==> config.mk <==
export PLATFORM = sky130hd
export DESIGN_NAME = resp_request_deframer_core_flat
export DESIGN_NICKNAME = d
export VERILOG_FILES = /design/src/rtl/rrd_pkg.sv /design/src/rtl/rrd_stream_if.sv /design/src/rtl/rrd_cfg_regs.sv /design/src/rtl/rrd_parser.sv /design/src/rtl/resp_request_deframer_core.sv /design/src/flat_wrapper.sv
export VERILOG_INCLUDE_DIRS = /design/src /design/src/rtl
export SDC_FILE = /design/constraint.sdc
export NUM_CORES = 1
export LEC_CHECK = 0
export BUFFER_PORTS_ARGS = -buffer_cell sky130_fd_sc_hd__buf_4
export CAP_MARGIN = 15
export CORE_MARGIN = 5
export CORE_UTILIZATION = 41
export CTS_BUF_LIST = sky130_fd_sc_hd__clkbuf_8
export CTS_CLUSTER_DIAMETER = 50
export DETAILED_ROUTE_END_ITERATION = 10
export GPL_TIMING_DRIVEN = 0
export PLACE_DENSITY = 0.67
export REMOVE_ABC_BUFFERS = 1
export SLEW_MARGIN = 5
export SYNTH_ARGS = -nofsm -noshare
export SYNTH_HDL_FRONTEND = slang
export SYNTH_SLANG_ARGS = --single-unit
==> constraint.sdc <==
create_clock -name clk -period 6.6 [get_ports clk]
set_clock_uncertainty 0.05 [all_clocks]
set_input_delay 0.33 -clock clk [delete_from_list [all_inputs] [get_ports clk]]
set_output_delay 0.33 -clock clk [all_outputs]
set_load 0.02 [all_outputs]
==> src/rtl/resp_request_deframer_core_macros.svh <==
// ----------------------------------------------------------------------------
// Assertion macros for the request deframer
// Each macro expects clk and rst_n in the scope of the module that uses it.
// ----------------------------------------------------------------------------
`ifndef RESP_REQUEST_DEFRAMER_CORE_MACROS_SVH
`define RESP_REQUEST_DEFRAMER_CORE_MACROS_SVH

// Same-cycle implication, disabled during reset.
`define RRD_ASSERT_NOW(label, ante, cons, msg) \
  label: assert property (@(posedge clk) disable iff (!rst_n) (ante) |-> (cons)) \
    else $error(msg);

// Next-cycle implication, disabled during reset.
`define RRD_ASSERT_NEXT(label, ante, cons, msg) \
  label: assert property (@(posedge clk) disable iff (!rst_n) (ante) |=> (cons)) \
    else $error(msg);

`endif

==> src/rtl/rrd_pkg.sv <==
// ----------------------------------------------------------------------------
// rrd_pkg
// Types and constants shared by the request deframer files.
// ----------------------------------------------------------------------------
`default_nettype none

package rrd_pkg;

  localparam int BYTE_W      = 8;
  localparam int ARG_INDEX_W = 8;
  localparam int CFG_ADDR_W  = 3;
  localparam int CFG_DATA_W  = 32;

  // Characters of the framing.
  localparam logic [BYTE_W-1:0] CHAR_STAR   = 8'h2A;
  localparam logic [BYTE_W-1:0] CHAR_DOLLAR = 8'h24;
  localparam logic [BYTE_W-1:0] CHAR_CR     = 8'h0D;
  localparam logic [BYTE_W-1:0] CHAR_LF     = 8'h0A;
  localparam logic [BYTE_W-1:0] CHAR_ZERO   = 8'h30;
  localparam logic [BYTE_W-1:0] CHAR_NINE   = 8'h39;

  // Number of trailing bytes after each argument's payload.
  localparam int TRAIL_LEN = 2;

  // Register index, taken from paddr[2].
  localparam logic REG_MAX_ARGS     = 1'b0;
  localparam logic REG_MAX_BULK_LEN = 1'b1;

  typedef enum logic [1:0] {
    KIND_DATA = 2'd0,
    KIND_END  = 2'd1,
    KIND_ERR  = 2'd2
  } kind_t;

  typedef enum logic [2:0] {
    MODE_HUNT    = 3'd0,
    MODE_COUNT   = 3'd1,
    MODE_DOLLAR  = 3'd2,
    MODE_LEN     = 3'd3,
    MODE_PAYLOAD = 3'd4,
    MODE_TRAIL   = 3'd5
  } mode_t;

endpackage

`default_nettype wire

==> src/rtl/rrd_stream_if.sv <==
// ----------------------------------------------------------------------------
// Stream interfaces
// Valid/ready channels for received bytes and for deframer results.
// ----------------------------------------------------------------------------
`default_nettype none

interface rrd_in_if;
  import rrd_pkg::*;

  logic              valid;
  logic              ready;
  logic [BYTE_W-1:0] rx_byte;

  modport source (output valid, output rx_byte, input ready);
  modport sink   (input valid, input rx_byte, output ready);
endinterface

interface rrd_out_if;
  import rrd_pkg::*;

  logic                   valid;
  logic                   ready;
  kind_t                  kind;
  logic [BYTE_W-1:0]      data;
  logic [ARG_INDEX_W-1:0] arg_index;
  logic                   cmd_last;

  modport source (output valid, output kind, output data, output arg_index,
                  output cmd_last, input ready);
  modport sink   (input valid, input kind, input data, input arg_index,
                  input cmd_last, output ready);
endinterface

`default_nettype wire

==> src/rtl/rrd_cfg_regs.sv <==
// ----------------------------------------------------------------------------
// rrd_cfg_regs
// APB-style register file holding the argument count and length limits.
// ----------------------------------------------------------------------------
`default_nettype none

module rrd_cfg_regs #(
  parameter int COUNT_BITS = 8,
  parameter int LEN_BITS   = 20
) (
  input  logic                           clk,
  input  logic                           rst_n,
  input  logic                           psel,
  input  logic                           penable,
  input  logic                           pwrite,
  input  logic [rrd_pkg::CFG_ADDR_W-1:0] paddr,
  input  logic [rrd_pkg::CFG_DATA_W-1:0] pwdata,
  output logic [rrd_pkg::CFG_DATA_W-1:0] prdata,
  output logic                           pready,
  output logic [COUNT_BITS-1:0]          max_args,
  output logic [LEN_BITS-1:0]            max_bulk_len
);
  import rrd_pkg::*;

  logic                  wr_en;
  logic                  reg_sel;
  logic [COUNT_BITS-1:0] max_args_r;
  logic [LEN_BITS-1:0]   max_bulk_len_r;

  assign wr_en   = psel && penable && pwrite;
  assign reg_sel = paddr[2];
  assign pready  = 1'b1;

  always_ff @(posedge clk) begin
    if (!rst_n) begin
      max_args_r     <= COUNT_BITS'(32'd255);
      max_bulk_len_r <= LEN_BITS'(32'd1048575);
    end else if (wr_en) begin
      case (reg_sel)
        REG_MAX_ARGS:     max_args_r     <= pwdata[COUNT_BITS-1:0];
        REG_MAX_BULK_LEN: max_bulk_len_r <= pwdata[LEN_BITS-1:0];
        default:          max_args_r     <= max_args_r;
      endcase
    end
  end

  always_comb begin
    case (reg_sel)
      REG_MAX_ARGS:     prdata = CFG_DATA_W'(max_args_r);
      REG_MAX_BULK_LEN: prdata = CFG_DATA_W'(max_bulk_len_r);
      default:          prdata = '0;
    endcase
  end

  assign max_args     = max_args_r;
  assign max_bulk_len = max_bulk_len_r;

endmodule

`default_nettype wire

==> src/rtl/rrd_parser.sv <==
// ----------------------------------------------------------------------------
// rrd_parser
// Input byte register, framing state machine and result register.
// ----------------------------------------------------------------------------
`default_nettype none

`include "resp_request_deframer_core_macros.svh"

module rrd_parser #(
  parameter int COUNT_BITS = 8,
  parameter int LEN_BITS   = 20
) (
  input  logic                  clk,
  input  logic                  rst_n,
  input  logic [COUNT_BITS-1:0] max_args,
  input  logic [LEN_BITS-1:0]   max_bulk_len,
  rrd_in_if.sink                in_if,
  rrd_out_if.source             out_if
);
  import rrd_pkg::*;

  localparam int ACC_W  = LEN_BITS + 1;
  localparam int PROD_W = ACC_W + 4;
  localparam int POS_W  = COUNT_BITS + 1;
  localparam int CMP_W  = (ACC_W > COUNT_BITS) ? ACC_W : COUNT_BITS;
  localparam logic [ACC_W-1:0] ACC_MAX = {ACC_W{1'b1}};

  // Input byte register.
  logic              s1_valid_r;
  logic [BYTE_W-1:0] s1_byte_r;
  logic              adv;

  // Framing state.
  mode_t                 mode_r, mode_nxt;
  logic [ACC_W-1:0]      acc_r, acc_nxt;
  logic                  seen_r, seen_nxt;
  logic                  ended_r, ended_nxt;
  logic                  cr_r, cr_nxt;
  logic [COUNT_BITS-1:0] total_r, total_nxt;
  logic [COUNT_BITS-1:0] pos_r, pos_nxt;
  logic [ACC_W-1:0]      left_r, left_nxt;

  // Number line helpers.
  logic              is_digit;
  logic [PROD_W-1:0] prod;
  logic [ACC_W-1:0]  acc_new;
  logic              seen_new;
  logic              ended_new;
  logic              line_closed;
  logic [ACC_W-1:0]  left_dec;
  logic [POS_W-1:0]  pos_inc;
  logic              is_last;

  // Result of the current byte.
  logic                   res_valid;
  kind_t                  res_kind;
  logic [BYTE_W-1:0]      res_data;
  logic [ARG_INDEX_W-1:0] res_idx;
  logic                   res_last;

  // Result register.
  logic                   out_valid_r;
  kind_t                  out_kind_r;
  logic [BYTE_W-1:0]      out_data_r;
  logic [ARG_INDEX_W-1:0] out_idx_r;
  logic                   out_last_r;

  assign adv         = s1_valid_r && (!out_valid_r || out_if.ready);
  assign in_if.ready = !s1_valid_r || adv;

  always_ff @(posedge clk) begin
    if (!rst_n) begin
      s1_valid_r <= 1'b0;
    end else if (in_if.valid && in_if.ready) begin
      s1_valid_r <= 1'b1;
    end else if (adv) begin
      s1_valid_r <= 1'b0;
    end
  end

  always_ff @(posedge clk) begin
    if (in_if.valid && in_if.ready) begin
      s1_byte_r <= in_if.rx_byte;
    end
  end

  // Decimal accumulation saturates at the all-ones value of the accumulator.
  assign is_digit    = (s1_byte_r >= CHAR_ZERO) && (s1_byte_r <= CHAR_NINE);
  assign prod        = PROD_W'({acc_r, 3'b000}) + PROD_W'({acc_r, 1'b0})
                     + PROD_W'(s1_byte_r[3:0]);
  assign seen_new    = seen_r || (is_digit && !ended_r);
  assign ended_new   = ended_r || !is_digit;
  assign line_closed = cr_r && (s1_byte_r == CHAR_LF);
  assign left_dec    = left_r - ACC_W'(1);
  assign pos_inc     = {1'b0, pos_r} + POS_W'(1);
  assign is_last     = pos_inc >= {1'b0, total_r};

  always_comb begin
    if (!is_digit || ended_r) begin
      acc_new = acc_r;
    end else if (prod > PROD_W'(ACC_MAX)) begin
      acc_new = ACC_MAX;
    end else begin
      acc_new = prod[ACC_W-1:0];
    end
  end

  always_comb begin
    mode_nxt  = mode_r;
    acc_nxt   = acc_r;
    seen_nxt  = seen_r;
    ended_nxt = ended_r;
    cr_nxt    = cr_r;
    total_nxt = total_r;
    pos_nxt   = pos_r;
    left_nxt  = left_r;
    res_valid = 1'b0;
    res_kind  = KIND_DATA;
    res_data  = '0;
    res_idx   = ARG_INDEX_W'(pos_r);
    res_last  = 1'b0;
    case (mode_r)
      MODE_COUNT: begin
        acc_nxt   = acc_new;
        seen_nxt  = seen_new;
        ended_nxt = ended_new;
        cr_nxt    = (s1_byte_r == CHAR_CR);
        if (line_closed) begin
          if (!seen_new || acc_new == '0 || CMP_W'(acc_new) > CMP_W'(max_args)) begin
            mode_nxt  = MODE_HUNT;
            res_valid = 1'b1;
            res_kind  = KIND_ERR;
            res_idx   = '0;
          end else begin
            total_nxt = COUNT_BITS'(acc_new);
            pos_nxt   = '0;
            mode_nxt  = MODE_DOLLAR;
          end
        end
      end
      MODE_DOLLAR: begin
        if (s1_byte_r != CHAR_DOLLAR) begin
          mode_nxt  = MODE_HUNT;
          res_valid = 1'b1;
          res_kind  = KIND_ERR;
        end else begin
          acc_nxt   = '0;
          seen_nxt  = 1'b0;
          ended_nxt = 1'b0;
          cr_nxt    = 1'b0;
          mode_nxt  = MODE_LEN;
        end
      end
      MODE_LEN: begin
        acc_nxt   = acc_new;
        seen_nxt  = seen_new;
        ended_nxt = ended_new;
        cr_nxt    = (s1_byte_r == CHAR_CR);
        if (line_closed) begin
          if (!seen_new || acc_new > ACC_W'(max_bulk_len)) begin
            mode_nxt  = MODE_HUNT;
            res_valid = 1'b1;
            res_kind  = KIND_ERR;
          end else if (acc_new == '0) begin
            mode_nxt = MODE_TRAIL;
            left_nxt = ACC_W'(TRAIL_LEN);
          end else begin
            mode_nxt = MODE_PAYLOAD;
            left_nxt = acc_new;
          end
        end
      end
      MODE_PAYLOAD: begin
        res_valid = 1'b1;
        res_data  = s1_byte_r;
        if (left_dec == '0) begin
          mode_nxt = MODE_TRAIL;
          left_nxt = ACC_W'(TRAIL_LEN);
        end else begin
          left_nxt = left_dec;
        end
      end
      MODE_TRAIL: begin
        left_nxt = left_dec;
        if (left_dec == '0) begin
          res_valid = 1'b1;
          res_kind  = KIND_END;
          res_last  = is_last;
          pos_nxt   = pos_inc[COUNT_BITS-1:0];
          mode_nxt  = is_last ? MODE_HUNT : MODE_DOLLAR;
        end
      end
      default: begin
        mode_nxt = MODE_HUNT;
        if (s1_byte_r == CHAR_STAR) begin
          acc_nxt   = '0;
          seen_nxt  = 1'b0;
          ended_nxt = 1'b0;
          cr_nxt    = 1'b0;
          mode_nxt  = MODE_COUNT;
        end
      end
    endcase
  end

  always_ff @(posedge clk) begin
    if (!rst_n) begin
      mode_r  <= MODE_HUNT;
      acc_r   <= '0;
      seen_r  <= 1'b0;
      ended_r <= 1'b0;
      cr_r    <= 1'b0;
      total_r <= '0;
      pos_r   <= '0;
      left_r  <= '0;
    end else if (adv) begin
      mode_r  <= mode_nxt;
      acc_r   <= acc_nxt;
      seen_r  <= seen_nxt;
      ended_r <= ended_nxt;
      cr_r    <= cr_nxt;
      total_r <= total_nxt;
      pos_r   <= pos_nxt;
      left_r  <= left_nxt;
    end
  end

  always_ff @(posedge clk) begin
    if (!rst_n) begin
      out_valid_r <= 1'b0;
    end else if (adv && res_valid) begin
      out_valid_r <= 1'b1;
    end else if (out_if.ready) begin
      out_valid_r <= 1'b0;
    end
  end

  always_ff @(posedge clk) begin
    if (adv && res_valid) begin
      out_kind_r <= res_kind;
      out_data_r <= res_data;
      out_idx_r  <= res_idx;
      out_last_r <= res_last;
    end
  end

  assign out_if.valid     = out_valid_r;
  assign out_if.kind      = out_kind_r;
  assign out_if.data      = out_data_r;
  assign out_if.arg_index = out_idx_r;
  assign out_if.cmd_last  = out_last_r;

  `RRD_ASSERT_NOW(a_stall_only_when_full, !in_if.ready, s1_valid_r && out_valid_r && !out_if.ready, "input stalled without a full result register")
  `RRD_ASSERT_NEXT(a_error_rehunts, adv && res_valid && res_kind == KIND_ERR, mode_r == MODE_HUNT, "framing error did not restart hunting")
  `RRD_ASSERT_NEXT(a_payload_emits, adv && mode_r == MODE_PAYLOAD, out_valid_r && out_kind_r == KIND_DATA, "payload byte produced no data word")
  `RRD_ASSERT_NOW(a_last_on_end, out_valid_r && out_last_r, out_kind_r == KIND_END, "cmd_last set on a word that is not an argument end")
  `RRD_ASSERT_NOW(a_data_zero, out_valid_r && out_kind_r != KIND_DATA, out_data_r == '0, "non-payload word carries data")

endmodule

`default_nettype wire

==> src/rtl/resp_request_deframer_core.sv <==
// ----------------------------------------------------------------------------
// resp_request_deframer_core
// Deframes multi-bulk request arrays from a received byte stream.
// ----------------------------------------------------------------------------
// Usage:
//   Bytes of the request stream enter on in_if (valid/ready, one word per
//   byte). Each byte yields zero or one result word on out_if: a payload
//   byte, an end of argument (with cmd_last on the final argument of a
//   command) or a framing error, after which the block hunts for '*'.
//   Each byte passes from the input byte register through the framing
//   state update into the result register; one byte is accepted every
//   cycle while out_if does not stall. When out_if stalls, the result
//   register holds its word and one further byte is taken into the input
//   register; after that in_if.ready drops until the result is taken.
//   The APB port holds max_args (offset 0) and max_bulk_len (offset 4).
//   The user must write it only while the block is idle; the block itself
//   does not enforce this. pready is always high.
//   Synchronous active-low reset returns the block to hunting, empties both
//   registers and restores the limits to 255 and 1048575.
// ----------------------------------------------------------------------------
`default_nettype none

module resp_request_deframer_core #(
  parameter int COUNT_BITS = 8,
  parameter int LEN_BITS   = 20
) (
  input  logic                           clk,
  input  logic                           rst_n,
  rrd_in_if.sink                         in_if,
  rrd_out_if.source                      out_if,
  input  logic                           psel,
  input  logic                           penable,
  input  logic                           pwrite,
  input  logic [rrd_pkg::CFG_ADDR_W-1:0] paddr,
  input  logic [rrd_pkg::CFG_DATA_W-1:0] pwdata,
  output logic [rrd_pkg::CFG_DATA_W-1:0] prdata,
  output logic                           pready
);
  import rrd_pkg::*;

  logic [COUNT_BITS-1:0] max_args;
  logic [LEN_BITS-1:0]   max_bulk_len;

  rrd_cfg_regs #(
    .COUNT_BITS (COUNT_BITS),
    .LEN_BITS   (LEN_BITS)
  ) u_cfg (
    .clk          (clk),
    .rst_n        (rst_n),
    .psel         (psel),
    .penable      (penable),
    .pwrite       (pwrite),
    .paddr        (paddr),
    .pwdata       (pwdata),
    .prdata       (prdata),
    .pready       (pready),
    .max_args     (max_args),
    .max_bulk_len (max_bulk_len)
  );

  rrd_parser #(
    .COUNT_BITS (COUNT_BITS),
    .LEN_BITS   (LEN_BITS)
  ) u_parser (
    .clk          (clk),
    .rst_n        (rst_n),
    .max_args     (max_args),
    .max_bulk_len (max_bulk_len),
    .in_if        (in_if),
    .out_if       (out_if)
  );

endmodule

`default_nettype wire

==> src/flat_wrapper.sv <==
// flat-port wrapper written by rule: the top's interface ports become plain ports
module resp_request_deframer_core_flat import rrd_pkg::*;
#(
  parameter int COUNT_BITS = 8,
  parameter int LEN_BITS   = 20
)
  (clk, rst_n, psel, penable, pwrite, paddr, pwdata, prdata, pready, in_if_valid, in_if_rx_byte, in_if_ready, out_if_valid, out_if_kind, out_if_data, out_if_arg_index, out_if_cmd_last, out_if_ready);
  rrd_in_if in_if_i ();
  rrd_out_if out_if_i ();
  input  logic clk;
  input  logic rst_n;
  input  logic psel;
  input  logic penable;
  input  logic pwrite;
  input  logic [rrd_pkg::CFG_ADDR_W-1:0] paddr;
  input  logic [rrd_pkg::CFG_DATA_W-1:0] pwdata;
  output logic [rrd_pkg::CFG_DATA_W-1:0] prdata;
  output logic pready;
  input wire logic [$bits(in_if_i.valid)-1:0] in_if_valid;
  input wire logic [$bits(in_if_i.rx_byte)-1:0] in_if_rx_byte;
  output wire logic [$bits(in_if_i.ready)-1:0] in_if_ready;
  output wire logic [$bits(out_if_i.valid)-1:0] out_if_valid;
  output wire logic [$bits(out_if_i.kind)-1:0] out_if_kind;
  output wire logic [$bits(out_if_i.data)-1:0] out_if_data;
  output wire logic [$bits(out_if_i.arg_index)-1:0] out_if_arg_index;
  output wire logic [$bits(out_if_i.cmd_last)-1:0] out_if_cmd_last;
  input wire logic [$bits(out_if_i.ready)-1:0] out_if_ready;
  assign in_if_i.valid = in_if_valid;
  assign in_if_i.rx_byte = in_if_rx_byte;
  assign in_if_ready = in_if_i.ready;
  assign out_if_valid = out_if_i.valid;
  assign out_if_kind = out_if_i.kind;
  assign out_if_data = out_if_i.data;
  assign out_if_arg_index = out_if_i.arg_index;
  assign out_if_cmd_last = out_if_i.cmd_last;
  assign out_if_i.ready = out_if_ready;
  resp_request_deframer_core #(.COUNT_BITS(COUNT_BITS), .LEN_BITS(LEN_BITS)) u_core (.clk(clk), .rst_n(rst_n), .in_if(in_if_i), .out_if(out_if_i), .psel(psel), .penable(penable), .pwrite(pwrite), .paddr(paddr), .pwdata(pwdata), .prdata(prdata), .pready(pready));
endmodule
==> results of run 1 <==
## worst paths after layout
path,cells after the start,slack (ns),end,from
worst max-delay path,26,0.19,u_core.u_parser.left_r[15]$_SDFFE_PN0P_,u_core.u_parser.s1_byte_r[3]$_DFFE_PP_
worst min-delay path,3,0.05,u_core.u_cfg.max_bulk_len[11]$_SDFFE_PN1P_,pwdata[11]
worst max register to register,26,0.19,u_core.u_parser.left_r[15]$_SDFFE_PN0P_,u_core.u_parser.s1_byte_r[3]$_DFFE_PP_
worst min register to register,2,0.41,u_core.u_parser.total_r[7]$_SDFFE_PN0P_,u_core.u_parser.total_r[7]$_SDFFE_PN0P_
## kinds of logic after synthesis
group	count (synthesis)	share of synthesized area, %
AND/OR/NAND/NOR	392	21.9
AO/OA/AOI/OAI	303	24.0
buffers and inverters	134	6.52
flip-flops	121	30.4
adder cells (fa/ha/maj)	83	11.9
XOR/XNOR	36	3.56
multiplexers	14	1.67
other	2	0.0848
## registers in the layout, summed over array words and instances, names as in the netlist, 2 cells and up
signal and count:
u_core.u_parser.pos_r 8, u_core.u_parser.left_r 21, u_core.u_cfg.max_bulk_len 20, u_core.u_parser.out_if.kind 2
u_core.u_cfg.max_args 8, u_core.u_parser.acc_r 21, u_core.u_parser.s1_byte_r 8, u_core.u_parser.mode_r 3
u_core.u_parser.total_r 8, u_core.u_parser.out_if.arg_index 8, u_core.u_parser.out_if.data 8
## power by group
group          switching, mW  leakage [nW]  internal, mW  total, mW
clock network          0.316         0.189         0.313      0.629
registers            0.00790          1.02         0.763      0.771
logic                 0.0827          3.28        0.0517      0.134
total                  0.407          4.49          1.13       1.53
## layer usage
| layer | routed length, um | part of all wire, % | up-vias | track usage [%] |
|---|---|---|---|---|
| li1 | - | - | 4077 | - |
| met1 | 10900 | 45 | 3890 | 25.5 |
| met2 | 11700 | 48 | 268 | 32.7 |
| met3 | 1380 | 5.7 | 36 | 4.10 |
| met4 | 396 | 1.6 | 0 | 5.54 |
| met5 | 0 | 0 | - | 0 |
## timing repair
item	in CTS	in global routing
buffers inserted	5	12
hold buffers	8	0
resized for setup	14	7
hold endpoints to repair	8	0
setup endpoints to repair	63	54
pin swaps	3	6
## worst register-to-register path: stages (launching register included)
cell        delay, ns
edfxtp_1         0.42
inv_2            0.09
fa_1             0.53
fa_1             0.47
and2b_1          0.27
o2111ai_2        0.18
a211oi_2         0.31
nor3_1           0.14
a22o_1           0.20
mux2_4           0.31
nand3_4          0.16
clkinvlp_4       0.19
a21oi_4          0.29
ha_1             0.31
a21o_1           0.16
a21o_1           0.19
a211oi_2         0.30
o221ai_1         0.18
a21oi_1          0.26
o21ai_2          0.15
a2bb2oi_1        0.21
nor2_4           0.18
buf_4            0.17
buf_8            0.18
o21ai_0          0.12
a22oi_1          0.20
a21oi_1          0.10
## layout make-up
| cell class | count | area [um2] | area share [%] |
|---|---|---|---|
| Timing Repair Buffer | 109 | 896 | 8.70 |
| Sequential cell | 121 | 2690 | 26.2 |
| Clock buffer | 19 | 262 | 2.54 |
| Clock inverter | 13 | 105 | 1.02 |
| Tap cell | 275 | 344 | 3.34 |
| Inverter | 63 | 244 | 2.37 |
| Multi-Input combinational cell | 841 | 5750 | 55.9 |
## cells in the final DEF (no fill, tap or decap), types with 19 or more instances in the layout
| cell | synthesis | routed |
|---|---|---|
| edfxtp_1 | 27 | 27 |
| nand4_1 | 20 | 20 |
| o21ai_0 | 59 | 58 |
| dfxtp_1 | 94 | 94 |
| nor3_1 | 20 | 19 |
| o211ai_1 | 32 | 32 |
| nor2_1 | 118 | 116 |
| a21oi_1 | 66 | 63 |
| a22oi_1 | 23 | 23 |
| inv_1 | 63 | 61 |
| buf_4 | 13 | 93 |
| clkbuf_8 | 0 | 19 |
| xor2_1 | 21 | 21 |
| ha_1 | 81 | 81 |
| nand2_1 | 103 | 103 |
| nand3_1 | 26 | 26 |
==> qor.csv, run 1 <==
metric,value,unit
placer's final routability congestion estimate,0.953,
die extent in y,157,um
sequential share of the synthesized area,30.4,%
"Distinct cells, synth",89,
Site Rows,53,
number of nets still failing antenna checks after routing,0,
total power divided by cell area,149,nW/um2
Final Instance Count excl. Fillers,1441,
number of warning messages in the yosys log,0,
total negative slack for setup checks,0,ns
prevailing post-synth register cell,dfxtp_1,
Final Util,48.7,%
critical path startpoint category,flop,
total count of hold-check failures in the final report,0,
data required time of the critical path,6.88,ns
critical path capture point type,flop,
I/O pin cnt,104,
first-pass GRT wire length,39.3,mm
count of buffers inserted at the top-level ports,76,
Max Clock Freq,156,MHz
number of design-rule violations left by the first detailed-router iteration,592,
starting density of the core,41.9,%
post-placement cell count,1384,
Commonest cells post-synth,"nor2_1, nand2_1, dfxtp_1",
count of state elements after synthesis,121,
nets,1286,
Critical-path top delay cell,fa_1,
number of vias per cell after detailed routing,5.74,
via count of the routed design,8271,
total power after layout,1.53,mW
total setup violations reported at the end of the flow,0,
global route total overflow,0,
fraction of registers with async set or reset after synthesis,0,%
pin count of the biggest net entering global routing,68,
final cell area excluding filler cells,10300,um2
portion of the clock cycle consumed by the worst path in the final layout,97.1,%
max-slew violation count,0,
Bufs and invs on worst path,4,
Hold WS,0.0488,ns
H-tree lvl count,4,
maximum vdd drop,0.127,mV
Syn-to-layout area delta,16.2,%
category of cells accounting for the largest share of critical-path delay,compound AO/OA/AOI/OAI gates,
Die Outline Area,24600,um2
Floorplan Core Area,21200,um2
max-cap viol count,0,
cell with the most instances after synthesis,nor2_1,
total inserted antenna cells,0,
Area contributors post-synth,"dfxtp_1, ha_1, edfxtp_1, nor2_1, nand2_1",
worst setup slack after layout,0.193,ns
type of the worst setup path,flop to flop,
post-placement cell area,9620,um2
outcome,"finished, final reports clean",
slew at the pin closest to its max-slew limit,1.09,ns
floorplan die width,157,um
placed wire-length estimate,18.2,mm
post-synth design cell area,8860,um2
mean instance size in the synthesized netlist,8.17,um2
tightest slew margin relative to the limit,27.6,%
CTS tree,yes,
clock input transition at the sequential cells of the worst setup and hold paths,0.08,ns
fraction of layout instances using a drive strength above 1,15.2,%
iteration count of the initial detailed-routing pass,7,
cell count after synthesis,1085,
crit-path max cell delay,0.53,ns
leakage power of the design,4.49,nW
worst skew pair latency,0.45,ns
min Tclk post-route,6.41,ns
top fanout value on the critical path,27,
antenna violations before repair,0,
arrival time at the worst endpoint,6.69,ns
final WL,24.3,mm
CTS buffer count,17,
RSZ-0062 raised after global routing,false,
path class of the lowest-slack min-delay path,input port to flop,
fill cell count,2018,
remaining routing DRC violations,0,
worst slack at placement,-1.05,ns
routed wirelength normalized by instance count,16.9,um
clock buffer depth,2,
number of enable-type register cells in the synthesized netlist,27,
top-area cell type share of the netlist area,21.2,%
clock tree root buffer cell,clkbuf_8,
via count of the first global-routing pass,7891,
cell type with the highest aggregate area in the netlist,dfxtp_1,
GRT Total Usage,19.5,%
number of sinks driven by the clock tree,121,
No activity file was read; power rests on OpenSTA's default activity.
==> inputs of run 2 (changes only) <==
--- a/config.mk
+++ b/config.mk
@@ -6,6 +6,7 @@
 export SDC_FILE = /design/constraint.sdc
 export NUM_CORES = 1
 export LEC_CHECK = 0
+export ABC_AREA = 1
 export BUFFER_PORTS_ARGS = -buffer_cell sky130_fd_sc_hd__buf_4
 export CAP_MARGIN = 15
 export CORE_MARGIN = 5
@@ -19,4 +20,5 @@
 export SLEW_MARGIN = 5
 export SYNTH_ARGS = -nofsm -noshare
 export SYNTH_HDL_FRONTEND = slang
+export SYNTH_HIERARCHICAL = 1
 export SYNTH_SLANG_ARGS = --single-unit
==> qor.csv, run 2 <==
metric,value,unit
proportion of synthesized area in mux cells,0,%
clock tree root buffer cell,clkbuf_8,
final cell area excluding filler cells,10400,um2
first-pass GRT wire length,39.4,mm
total power after layout,1.61,mW
placer's final routability congestion estimate,0.905,
Max Clock Freq,167,MHz
"Distinct cells, synth",46,
synthesized-area fraction occupied by and/or/nand/nor cells,32.8,%
Syn-to-layout area delta,13.2,%
top fanout value on the critical path,20,
post-placement cell area,9910,um2
maximum vdd drop,0.106,mV
min Tclk post-route,5.98,ns
Die Outline Area,25600,um2
antenna violations before repair,0,
routed wirelength normalized by instance count,13.3,um
Commonest cells post-synth,"nand2_1, inv_1, nor2_1",
Area contributors post-synth,"dfxtp_1, nand2_1, ha_1, inv_1, edfxtp_1",
worst skew pair latency,0.45,ns
total count of hold-check failures in the final report,0,
most frequent cells in the layout,"nand2_1, inv_1, nor2_1, nand3_1, a21oi_1",
iteration count of the initial detailed-routing pass,6,
count of state elements after synthesis,121,
post-synth design cell area,9220,um2
worst slack at placement,0.0935,ns
number of sinks driven by the clock tree,121,
net switching power,0.406,mW
prevailing post-synth register cell,dfxtp_1,
switching share of total power,25.3,%
CTS tree,yes,
Final Instance Count excl. Fillers,1762,
total power divided by cell area,154,nW/um2
Sequential Power Share,48.1,%
count of buffers inserted at the top-level ports,76,
number of nets still failing antenna checks after routing,0,
post-placement cell count,1722,
pin count of the biggest net entering global routing,60,
CTS buffer count,17,
max-cap viol count,0,
path class of the lowest-slack min-delay path,input port to flop,
largest family of logic cells by synthesized area,simple AND/OR/NAND/NOR gates,
mean instance size in the synthesized netlist,6.56,um2
data required time of the critical path,6.63,ns
part of the total power dissipated in the clock network,42.4,%
portion of the clock cycle consumed by the worst path in the final layout,90.6,%
cell type with the highest aggregate area in the netlist,dfxtp_1,
Floorplan Core Area,22000,um2
fraction of layout instances using a drive strength above 1,11.5,%
leakage power of the design,5.74,nW
number of warning messages in the yosys log,6,
Synth Area in Compound Gates,11.1,%
cell internal pwr,1.20,mW
via count of the first global-routing pass,8372,
outcome,"finished, final reports clean",
GRT Total Usage,18.3,%
die extent in y,160,um
number of vias per cell after detailed routing,5.00,
remaining routing DRC violations,0,
critical path capture point type,flop,
total inserted antenna cells,0,
final WL,23.5,mm
floorplan die width,160,um
slew at the pin closest to its max-slew limit,0.917,ns
"arithmetic-cell share of the synthesized area counting full adders, half adders and majority gates",11.4,%
xor and xnor fraction of the mapped netlist area,2.19,%
Site Rows,54,
number of design-rule violations left by the first detailed-router iteration,508,
cell with the most instances after synthesis,nand2_1,
top-area cell type share of the netlist area,20.4,%
via count of the routed design,8815,
worst setup slack after layout,0.621,ns
global route total overflow,0,
H-tree lvl count,4,
fraction of registers with async set or reset after synthesis,0,%
total setup violations reported at the end of the flow,0,
clock buffer depth,2,
tightest slew margin relative to the limit,38.7,%
type of the worst setup path,flop to flop,
clock input transition at the sequential cells of the worst setup and hold paths,0.07,ns
number of enable-type register cells in the synthesized netlist,27,
I/O pin cnt,104,
Combinational Power Share,9.5,%
RSZ-0062 raised after global routing,false,
placed wire-length estimate,18.3,mm
total negative slack for setup checks,0,ns
nets,1602,
max-slew violation count,0,
starting density of the core,42.0,%
cell count after synthesis,1404,
"most common cell after layout, fill and taps aside",nand2_1,
sequential share of the synthesized area,29.2,%
critical path startpoint category,flop,
arrival time at the worst endpoint,6.01,ns
[run 2: changes by cell type in the layout (fill, tap and decap cells not counted), moves of 11 or more]
cell,delta
xnor2_1,-12
nor2b_1,-14
nand3_1,+96
o22a_1,-11
a22oi_1,-23
o211ai_1,-30
nand2_1,+243
or2_2,+17
a21oi_1,+39
and3_1,-11
mux2i_1,-11
buf_4,-17
inv_1,+165
a21o_1,-14
[run 2: final cells by class]
type                            count  area (um2)
Fill cell                        2260       11500
Multi-Input combinational cell   1003        5370
Sequential cell                   121        2690
Inverter                          238         897
Timing Repair Buffer               88         714
Tap cell                          280         350
Clock buffer                       18         248
Clock inverter                     14         158
[run 2: final timing paths]
check,start,to,slack [ns],depth (start not counted)
worst max-delay path,u_core/u_parser/s1_byte_r[3]$_DFFE_PP_,u_core/u_parser/out_if.data[1]$_SDFFCE_PN0P_,0.62,27
worst min-delay path,in_if_rx_byte[3],u_core/u_parser/s1_byte_r[3]$_DFFE_PP_,0.03,1
worst max register to register,u_core/u_parser/s1_byte_r[3]$_DFFE_PP_,u_core/u_parser/out_if.data[1]$_SDFFCE_PN0P_,0.62,27
worst min register to register,u_core/u_parser/seen_r$_SDFFE_PN0P_,u_core/u_parser/seen_r$_SDFFE_PN0P_,0.42,2
[run 2: layer usage]
| metal | global-route usage [%] | share of wire (%) | up-vias |
|---|---|---|---|
| met4 | 6.14 | 2.3 | 0 |
| met3 | 3.17 | 3.8 | 35 |
| met1 | 24.8 | 48 | 3997 |
| met5 | 0 | 0 | - |
| li1 | - | - | 4597 |
| met2 | 29.7 | 46 | 186 |
[run 2: metrics by stage]
| stage | util (%) | hold WS, ns |
|---|---|---|
| final | 47.5 | 0.0330 |
| after CTS | 47.3 | 0.00399 |
| after floorplan | - | 0.365 |
| after global placement | 44.9 | 0.403 |
| after detailed placement | 45.1 | 0.408 |
| after global routing | 47.5 | 0.00581 |
[run 2: worst max-delay path: stages, from the launching register on]
cell	delay [ns]
edfxtp_1	0.45
fa_1	0.60
inv_1	0.07
fa_1	0.48
o21ai_1	0.31
nand3b_1	0.14
nand4_1	0.11
nand2_1	0.09
nor2_4	0.43
nand3_1	0.13
nand2_1	0.22
inv_1	0.16
ha_1	0.35
a21oi_1	0.17
o21ai_0	0.11
o21bai_1	0.16
nand2_1	0.07
a21o_1	0.16
a21oi_1	0.19
nand2_1	0.09
nor2_1	0.13
nand2_1	0.10
nor2_4	0.16
nand3_1	0.10
nand2_1	0.09
nand3_1	0.07
nand2_1	0.08
inv_1	0.32
[run 2: repair_timing]
action | in CTS | in global routing
setup endpoints to repair | 0 | 40
endpoints found under the hold margin | 7 | 0
gates resized for setup | 0 | 3
hold buffers | 7 | 0
setup buffers | 0 | 0
[run 2: cell families (layout without fill, tap and decap cells)]
logic type | after synthesis | in the layout
buf+inv | 291 | 358
fa+ha+maj | 83 | 83
other cells | 2 | 13
xor+xnor | 23 | 23
simple gates | 691 | 691
flops | 121 | 121
compound gates | 193 | 193
[run 2: power groups by stage]
stage / combinational [mW] / clock (mW) / sequential, mW
after floorplan: 0.0854 / 0 / 0.787
after global placement: 0.144 / 0 / 0.789
after detailed placement: 0.146 / 0 / 0.790
after CTS: 0.150 / 0.699 / 0.773
after global routing: 0.169 / 0.738 / 0.774
final: 0.152 / 0.681 / 0.773
==> inputs of run 3 (changes only) <==
--- a/config.mk
+++ b/config.mk
@@ -7,7 +7,7 @@
 export NUM_CORES = 1
 export LEC_CHECK = 0
 export ABC_AREA = 1
-export BUFFER_PORTS_ARGS = -buffer_cell sky130_fd_sc_hd__buf_4
+export BUFFER_PORTS_ARGS = -buffer_cell sky130_fd_sc_hd__buf_2
 export CAP_MARGIN = 15
 export CORE_MARGIN = 5
 export CORE_UTILIZATION = 41
==> qor.csv, run 3 (same netlist as run 2, synthesis figures left out) <==
metric,value,unit
outcome,"finished, final reports clean",
worst skew pair latency,0.43,ns
final cell area excluding filler cells,10200,um2
RSZ-0062 raised after global routing,false,
top fanout value on the critical path,20,
max-cap viol count,0,
antenna violations before repair,0,
total power divided by cell area,151,nW/um2
I/O pin cnt,104,
area of the multi-input gates,5370,um2
first-pass GRT wire length,38.7,mm
via count of the first global-routing pass,8215,
Floorplan Core Area,22000,um2
Syn-to-layout area delta,10.5,%
cell internal pwr,1.14,mW
floorplan die width,160,um
via count of the routed design,8723,
post-placement cell count,1722,
maximum vdd drop,0.110,mV
type of the worst setup path,flop to flop,
min Tclk post-route,6.01,ns
part of the total power dissipated in the clock network,40.8,%
count of buffers inserted at the top-level ports,76,
tightest slew margin relative to the limit,33.1,%
depth of the most critical reg-to-reg path,30,
Hold WS,0.0439,ns
Hold Crit Depth,1,
Sequential Power Share,50.1,%
crit-path max cell delay,0.60,ns
switching share of total power,26.1,%
net switching power,0.403,mW
Die Outline Area,25600,um2
placer's final routability congestion estimate,0.914,
fill cell count,2295,
Site Rows,54,
portion of the clock cycle consumed by the worst path in the final layout,91.1,%
total count of hold-check failures in the final report,0,
nets,1600,
CTS tree,yes,
final WL,23.1,mm
pin count of the biggest net entering global routing,60,
data required time of the critical path,6.61,ns
GRT Total Usage,17.9,%
total negative slack for setup checks,0,ns
max-slew violation count,0,
fraction of layout instances using a drive strength above 1,11.4,%
number of vias per cell after detailed routing,4.96,
Critical Path End,u_core/u_parser/out_if.data[5]$_SDFFCE_PN0P_,
iteration count of the initial detailed-routing pass,5,
Critical Path Most Common Cell,nand2_1,
clock input transition at the sequential cells of the worst setup and hold paths,0.07,ns
critical path startpoint category,flop,
routed wirelength normalized by instance count,13.1,um
Final Instance Count excl. Fillers,1760,
number of setup buffers added after CTS,0,
clock buffer depth,2,
"most common cell after layout, fill and taps aside",nand2_1,
Combinational Power Share,9.1,%
number of sinks driven by the clock tree,121,
path class of the lowest-slack min-delay path,input port to flop,
Crit. Startpoint,u_core/u_parser/s1_byte_r[3]$_DFFE_PP_,
total inserted antenna cells,0,
global route total overflow,0,
H-tree lvl count,4,
number of nets still failing antenna checks after routing,0,
leakage power of the design,5.68,nW
arrival time at the worst endpoint,6.02,ns
worst slack at placement,0.108,ns
remaining routing DRC violations,0,
die extent in y,160,um
post-placement cell area,9720,um2
total setup violations reported at the end of the flow,0,
critical path capture point type,flop,
Critical R2R Capture,u_core/u_parser/out_if.data[5]$_SDFFCE_PN0P_,
Reg-to-Reg Start,u_core/u_parser/s1_byte_r[3]$_DFFE_PP_,
placed wire-length estimate,18.1,mm
worst setup slack after layout,0.586,ns
Max Clock Freq,166,MHz
clock tree root buffer cell,clkbuf_8,
CTS buffer count,17,
most frequent cells in the layout,"nand2_1, inv_1, nor2_1, nand3_1, a21oi_1",
total area of sequential cells,2690,um2
number of design-rule violations left by the first detailed-router iteration,528,
slew at the pin closest to its max-slew limit,1.00,ns
FF-to-FF setup slack,0.59,ns
starting density of the core,42.0,%
Critical-path top delay cell,fa_1,
[run 3: area by class of cell]
type / instances / share of cell area [%]
sequential: 121 / 26.4
timing repair buffer: 86 / 4.95
multi-input combinational: 1003 / 52.7
clock inverter: 15 / 1.34
clock buffer: 17 / 2.30
tap: 280 / 3.44
inverter: 238 / 8.81
[run 3: timing repair]
| item | in CTS | in global routing |
|---|---|---|
| endpoints found under the hold margin | 5 | 0 |
| endpoints found under the setup margin | 0 | 40 |
| gates resized for setup | 0 | 3 |
| hold buffers | 5 | 0 |
[run 3: per-layer routing]
metal | GRT usage (%) | up-vias | wire length (um)
li1 | - | 4603 | -
met1 | 23.8 | 3907 | 11100
met2 | 30.2 | 181 | 10700
met3 | 2.53 | 32 | 854
met4 | 5.63 | 0 | 433
met5 | 0 | - | 0
[run 3: critical path, delay by kind of cell (launching register included)]
family / cells / cell delay [ns]
AOI/OAI and AO/OA: 4 / 0.72
and+or+nand+nor: 19 / 2.10
buffers and inverters: 4 / 0.87
adders and majority gates: 3 / 1.42
DFF: 1 / 0.47
[run 3: how the worst min path moves through the flow]
stage | start | to | slack [ns]
after floorplan | rst_n | u_core/u_cfg/max_args[1]$_SDFFE_PN1P_ | 0.36
after global placement | u_core/u_parser/seen_r$_SDFFE_PN0P_ | u_core/u_parser/seen_r$_SDFFE_PN0P_ | 0.40
after detailed placement | u_core/u_parser/seen_r$_SDFFE_PN0P_ | u_core/u_parser/seen_r$_SDFFE_PN0P_ | 0.41
after CTS | in_if_rx_byte[3] | u_core/u_parser/s1_byte_r[3]$_DFFE_PP_ | 0.01
after global routing | in_if_rx_byte[3] | u_core/u_parser/s1_byte_r[3]$_DFFE_PP_ | 0.01
final | in_if_rx_byte[1] | u_core/u_parser/s1_byte_r[1]$_DFFE_PP_ | 0.04
[run 3: through the flow]
stage          total power, mW  util, %
5_1_grt                   1.61     46.4
3_3_place_gp             0.923     44.1
3_5_place_dp             0.925     44.3
4_1_cts                   1.56     46.2
6_report                  1.54     46.4
2_1_floorplan            0.873        -
[run 3: power by group through the flow]
stage	Combinational, mW	Clock, mW	Sequential [mW]
3_3_place_gp	0.133	0	0.789
5_1_grt	0.158	0.680	0.774
4_1_cts	0.138	0.651	0.773
6_report	0.140	0.629	0.773
3_5_place_dp	0.135	0	0.790
2_1_floorplan	0.0854	0	0.787
